## src/rtl/core/sdiv_pkg.sv

```systemverilog
// Shared constants and types for the signed divider.
`default_nettype none

package sdiv_pkg;

  localparam int unsigned FieldWidth       = 32;
  localparam int unsigned DataWidthDefault = 32;

  typedef struct packed {
    logic valid;
    logic neg;
    logic dz;
  } sdiv_ctrl_t;

endpackage

`default_nettype wire

```

## src/rtl/core/sdiv_step.sv

```systemverilog
// One restoring divide stage: compare, subtract and shift in one quotient bit.
`default_nettype none

module sdiv_step
  import sdiv_pkg::*;
#(
  parameter int unsigned Width = DataWidthDefault
) (
  input  logic             clk_i,
  input  logic             rst_ni,
  input  logic             en_i,
  input  sdiv_ctrl_t       ctrl_i,
  input  logic [Width-1:0] rem_i,
  input  logic [Width-1:0] nq_i,
  input  logic [Width-1:0] den_i,
  output sdiv_ctrl_t       ctrl_o,
  output logic [Width-1:0] rem_o,
  output logic [Width-1:0] nq_o,
  output logic [Width-1:0] den_o
);

  logic [Width:0]   trial;
  logic [Width:0]   diff;
  logic             ge;
  logic [Width-1:0] rem_d, nq_d;
  sdiv_ctrl_t       ctrl_q;
  logic [Width-1:0] rem_q, nq_q, den_q;

  always_comb begin
    trial = {rem_i, nq_i[Width-1]};
    diff  = trial - {1'b0, den_i};
    ge    = (trial >= {1'b0, den_i});
    rem_d = ge ? diff[Width-1:0] : trial[Width-1:0];
    nq_d  = {nq_i[Width-2:0], ge};
  end

  always_ff @(posedge clk_i or negedge rst_ni) begin
    if (!rst_ni) begin
      ctrl_q <= '0;
    end else if (en_i) begin
      ctrl_q <= ctrl_i;
    end
  end

  always_ff @(posedge clk_i) begin
    if (en_i) begin
      rem_q <= rem_d;
      nq_q  <= nq_d;
      den_q <= den_i;
    end
  end

  assign ctrl_o = ctrl_q;
  assign rem_o  = rem_q;
  assign nq_o   = nq_q;
  assign den_o  = den_q;

endmodule

`default_nettype wire

```

## config.mk

```make
export PLATFORM = sky130hd
export DESIGN_NAME = sdiv_step
export DESIGN_NICKNAME = d
export VERILOG_FILES = /design/src/rtl/core/sdiv_pkg.sv /design/src/rtl/core/sdiv_step.sv
export SDC_FILE = /design/constraint.sdc
export NUM_CORES = 1
export LEC_CHECK = 0
export BUFFER_PORTS_ARGS = -buffer_cell sky130_fd_sc_hd__buf_2
export CAP_MARGIN = 20
export CORE_ASPECT_RATIO = 1.1
export CORE_MARGIN = 8
export CORE_UTILIZATION = 45
export DETAILED_ROUTE_END_ITERATION = 10
export PLACE_DENSITY = 0.77
export SLEW_MARGIN = 25
export SYNTH_ARGS = -nofsm -noshare
export SYNTH_HDL_FRONTEND = slang
export SYNTH_SLANG_ARGS = --single-unit
```

## constraint.sdc

```tcl
create_clock -name clk_i -period 0.8 [get_ports clk_i]
set_input_delay 0.08 -clock clk_i [delete_from_list [all_inputs] [get_ports clk_i]]
set_output_delay 0.08 -clock clk_i [all_outputs]
set_load 0.005 [all_outputs]
```

==> flow_metrics.tcl <==
set metrics [dict create \
    run_status "finished with violations" \
    violations "setup timing" \
    groute.usage.overall 0.222 \
    combPwrFrac 0.305 \
    ys.flop_type "edfxtp_1" \
    critPathArrivalTime_ns 2.68 \
    syn_area_um2 5200 \
    clockBufferDepth 2 \
    critPathLaunch "den_i[17]" \
    crit_type "primary input to flop" \
    p_leak_nw 4.02 \
    design_power_total_mw 15.9 \
    critPathMaxFanout 6 \
    critPathMaxStageDelay_ns 0.55 \
    fin_setup_tns_ns -68.67 \
    worst-path-buf-inv 4 \
    max_freq_mhz 386 \
    powerDensity_nw_per_um2 1780 \
    grt_max_degree 43 \
    cts.sinks 99 \
    grt_pass1_vias 5438 \
    firstDrtPassIters 6 \
    ys_ff_latch 99 \
    seqPwrFrac 0.411 \
    relSlewSlack 0.659 \
    die_w_um 119 \
    avgRoutedWirePerCell_um 18.4 \
    syn-num-nets 582 \
    nets 964 \
    async_flop_share 0.0303 \
    endpoint_kind "flop" \
    wl_mm 18.1 \
    cts-buffers-inserted 9 \
    vias 5192 \
    dp_slack_ns -2.15 \
    clock_latency_ns 0.34 \
    grt_pass1_wl_mm 27.1 \
    place_hpwl_mm 12.3 \
    synth_edf_count 96 \
    p_clk_frac 0.284 \
    grt_overflow 0 \
    dpl_cell_area_um2 7280 \
    synthCells 447 \
    finalCriticalPeriod_ns 2.59 \
    drt-initial-drc-count 295 \
    regArea_um2 2960 \
    drive_above_1_share 0.512 \
    fin_util 0.781 \
    crit_path_top_delay_cell "or4_4" \
    worst_slack_ns -1.79 \
    cts_tree "built" \
    r2r-start "ctrl_o[2]" \
    maxCapViolations 0 \
    ir_worst_vdd_mv 1.00 \
    synthToLayoutAreaGrowth_pct 71.0 \
    ys_seq_area_frac 0.569 \
    path_cells "buf_2 -> inv_2 -> ha_4 -> nand4_1 -> or4_4 -> a21oi_4 -> nor3_4 -> a211oi_2 -> o21ai_2 -> o31ai_4 -> buf_6 -> buf_12 -> mux2_4" \
    ios 201 \
    cts_max_level 3 \
    cp_top_family "simple AND/OR/NAND/NOR gates" \
    core-area_um2 11400 \
    slew_viol_final 0 \
    fillCellCount 732 \
    cp-start-kind "primary input" \
    skew_ns 0 \
    rsz0062_at_grt "true" \
    io_buffers 200 \
    ys_types 49 \
    hold_path.class "primary input to flop" \
    ant_nets 0 \
    layout.cells.non_filler 985 \
    tightest_slew_ns 0.509 \
    fin_area_um2 8900 \
    dp_cells 886 \
    row_count 41 \
    layout_commonest_cell "buf_2" \
    setup_viol 133 \
    internal_power_mw 11.4 \
    worst-endpoint-required_ns 0.90 \
    initial_core_util 0.457 \
    p_switching_mw 4.46 \
    hold_viol_final 0 \
    clk_pin_slew_worst_paths_ns 0.07 \
    yosys_warnings 0 \
    place_congestion 0.901 \
    dieArea_um2 15300 \
    min-delay-start "den_i[12]" \
    multi_input_area_um2 2450 \
    syn_area_per_cell_um2 11.6 \
    antenna_found_initial 1 \
    die_y_um 129 \
    via_per_inst 5.27 \
    post-route-period-util 3.24 \
    worst_hold_slack_ns 0.0208 \
    switching_share 0.281 \
    drc 0 \
    cts_root_buf "clkbuf_16" \
    final_cell_mix "190 x buf_2, 106 x buf_4, 96 x edfxtp_1" \
]
-- kinds of logic after synthesis --
kind of cell / Yosys count / share of synthesized area
AO/OA/AOI/OAI: 119 / 0.141
XOR/XNOR: 27 / 0.0455
adder cells (fa/ha/maj): 33 / 0.0808
buffers and inverters: 56 / 0.0447
flip-flops: 99 / 0.569
multiplexers: 14 / 0.0301
AND/OR/NAND/NOR: 99 / 0.0895
-- state kept, by name, indices dropped and copies added (netlist names) --
| signal | cells |
|---|---|
| nq_o | 32 |
| den_o | 32 |
| rem_o | 32 |
| ctrl_o | 3 |
-- layer usage --
| layer | global-route usage | share of wire |
|---|---|---|
| met5 | 0 | 0 |
| met4 | 0.0827 | 0.023 |
| met3 | 0.0499 | 0.063 |
| met2 | 0.411 | 0.53 |
| met1 | 0.244 | 0.38 |
-- power by group through the flow --
stage | clock [mW] | sequential (mW) | combinational, mW
CTS | 4.55 | 6.51 | 4.38
finish | 4.50 | 6.51 | 4.84
global route | 4.76 | 6.56 | 5.20
detailed placement | 0 | 6.62 | 3.76
floorplan | 0 | 6.70 | 1.73
global placement | 0 | 6.59 | 3.68
-- Yosys cell counts, types with 2 or more instances --
library cell | number | area [µm²]
edfxtp_1 | 96 | 2880
a21oi_1 | 56 | 280
inv_1 | 38 | 143
nor2_1 | 35 | 131
ha_1 | 32 | 400
nand2_1 | 26 | 97.6
o21ai_0 | 16 | 80.1
xnor2_1 | 15 | 131
a21o_1 | 12 | 90.1
xor2_1 | 12 | 105
mux2_2 | 9 | 101
buf_2 | 8 | 40.0
nand3_1 | 8 | 40.0
nand4_1 | 8 | 50.1
clkbuf_1 | 6 | 22.5
o21a_1 | 6 | 45.0
a31oi_1 | 5 | 31.3
mux2_1 | 4 | 45.0
nor4_1 | 4 | 25.0
o211ai_1 | 4 | 30.0
a211oi_1 | 3 | 22.5
buf_4 | 3 | 22.5
dfrtp_1 | 3 | 75.1
nand2b_1 | 3 | 18.8
nor2b_1 | 3 | 18.8
o21bai_1 | 3 | 22.5
a2bb2oi_1 | 2 | 17.5
and2_1 | 2 | 12.5
and4_1 | 2 | 17.5
nor3_1 | 2 | 10.0
o22ai_1 | 2 | 12.5
or4_1 | 2 | 15.0
-- repair_timing --
action / CTS / global route
gates resized for setup: 63 / 52
setup buffers: 13 / 4
pin swaps: 21 / 10
endpoints found under the setup margin: 132 / 132
hold endpoints to repair: 67 / 0
cloned: 1 / 3
hold buffers: 65 / 0
-- path summary, 6_finish.rpt --
kind                                  end  slack [ns]  cells after the start
worst max-delay path             rem_o[8]       -1.79                     13
worst min-delay path            den_o[12]        0.02                      2
worst max register to register  ctrl_o[2]       -0.07                      2
worst min register to register  ctrl_o[1]        0.50                      1
max in group asynchronous       ctrl_o[0]        0.65                      2
min in group asynchronous       ctrl_o[1]        0.05                      2
-- cell type report --
class                      instances  share of cell area
clock inverter                     6             0.00830
multi-input combinational        292               0.276
sequential                        99               0.332
tap                              150              0.0211
clock buffer                      10              0.0257
timing repair buffer             389               0.319
inverter                          38              0.0174
antenna                            1            0.000281
No activity file was read; power rests on OpenSTA's default activity.
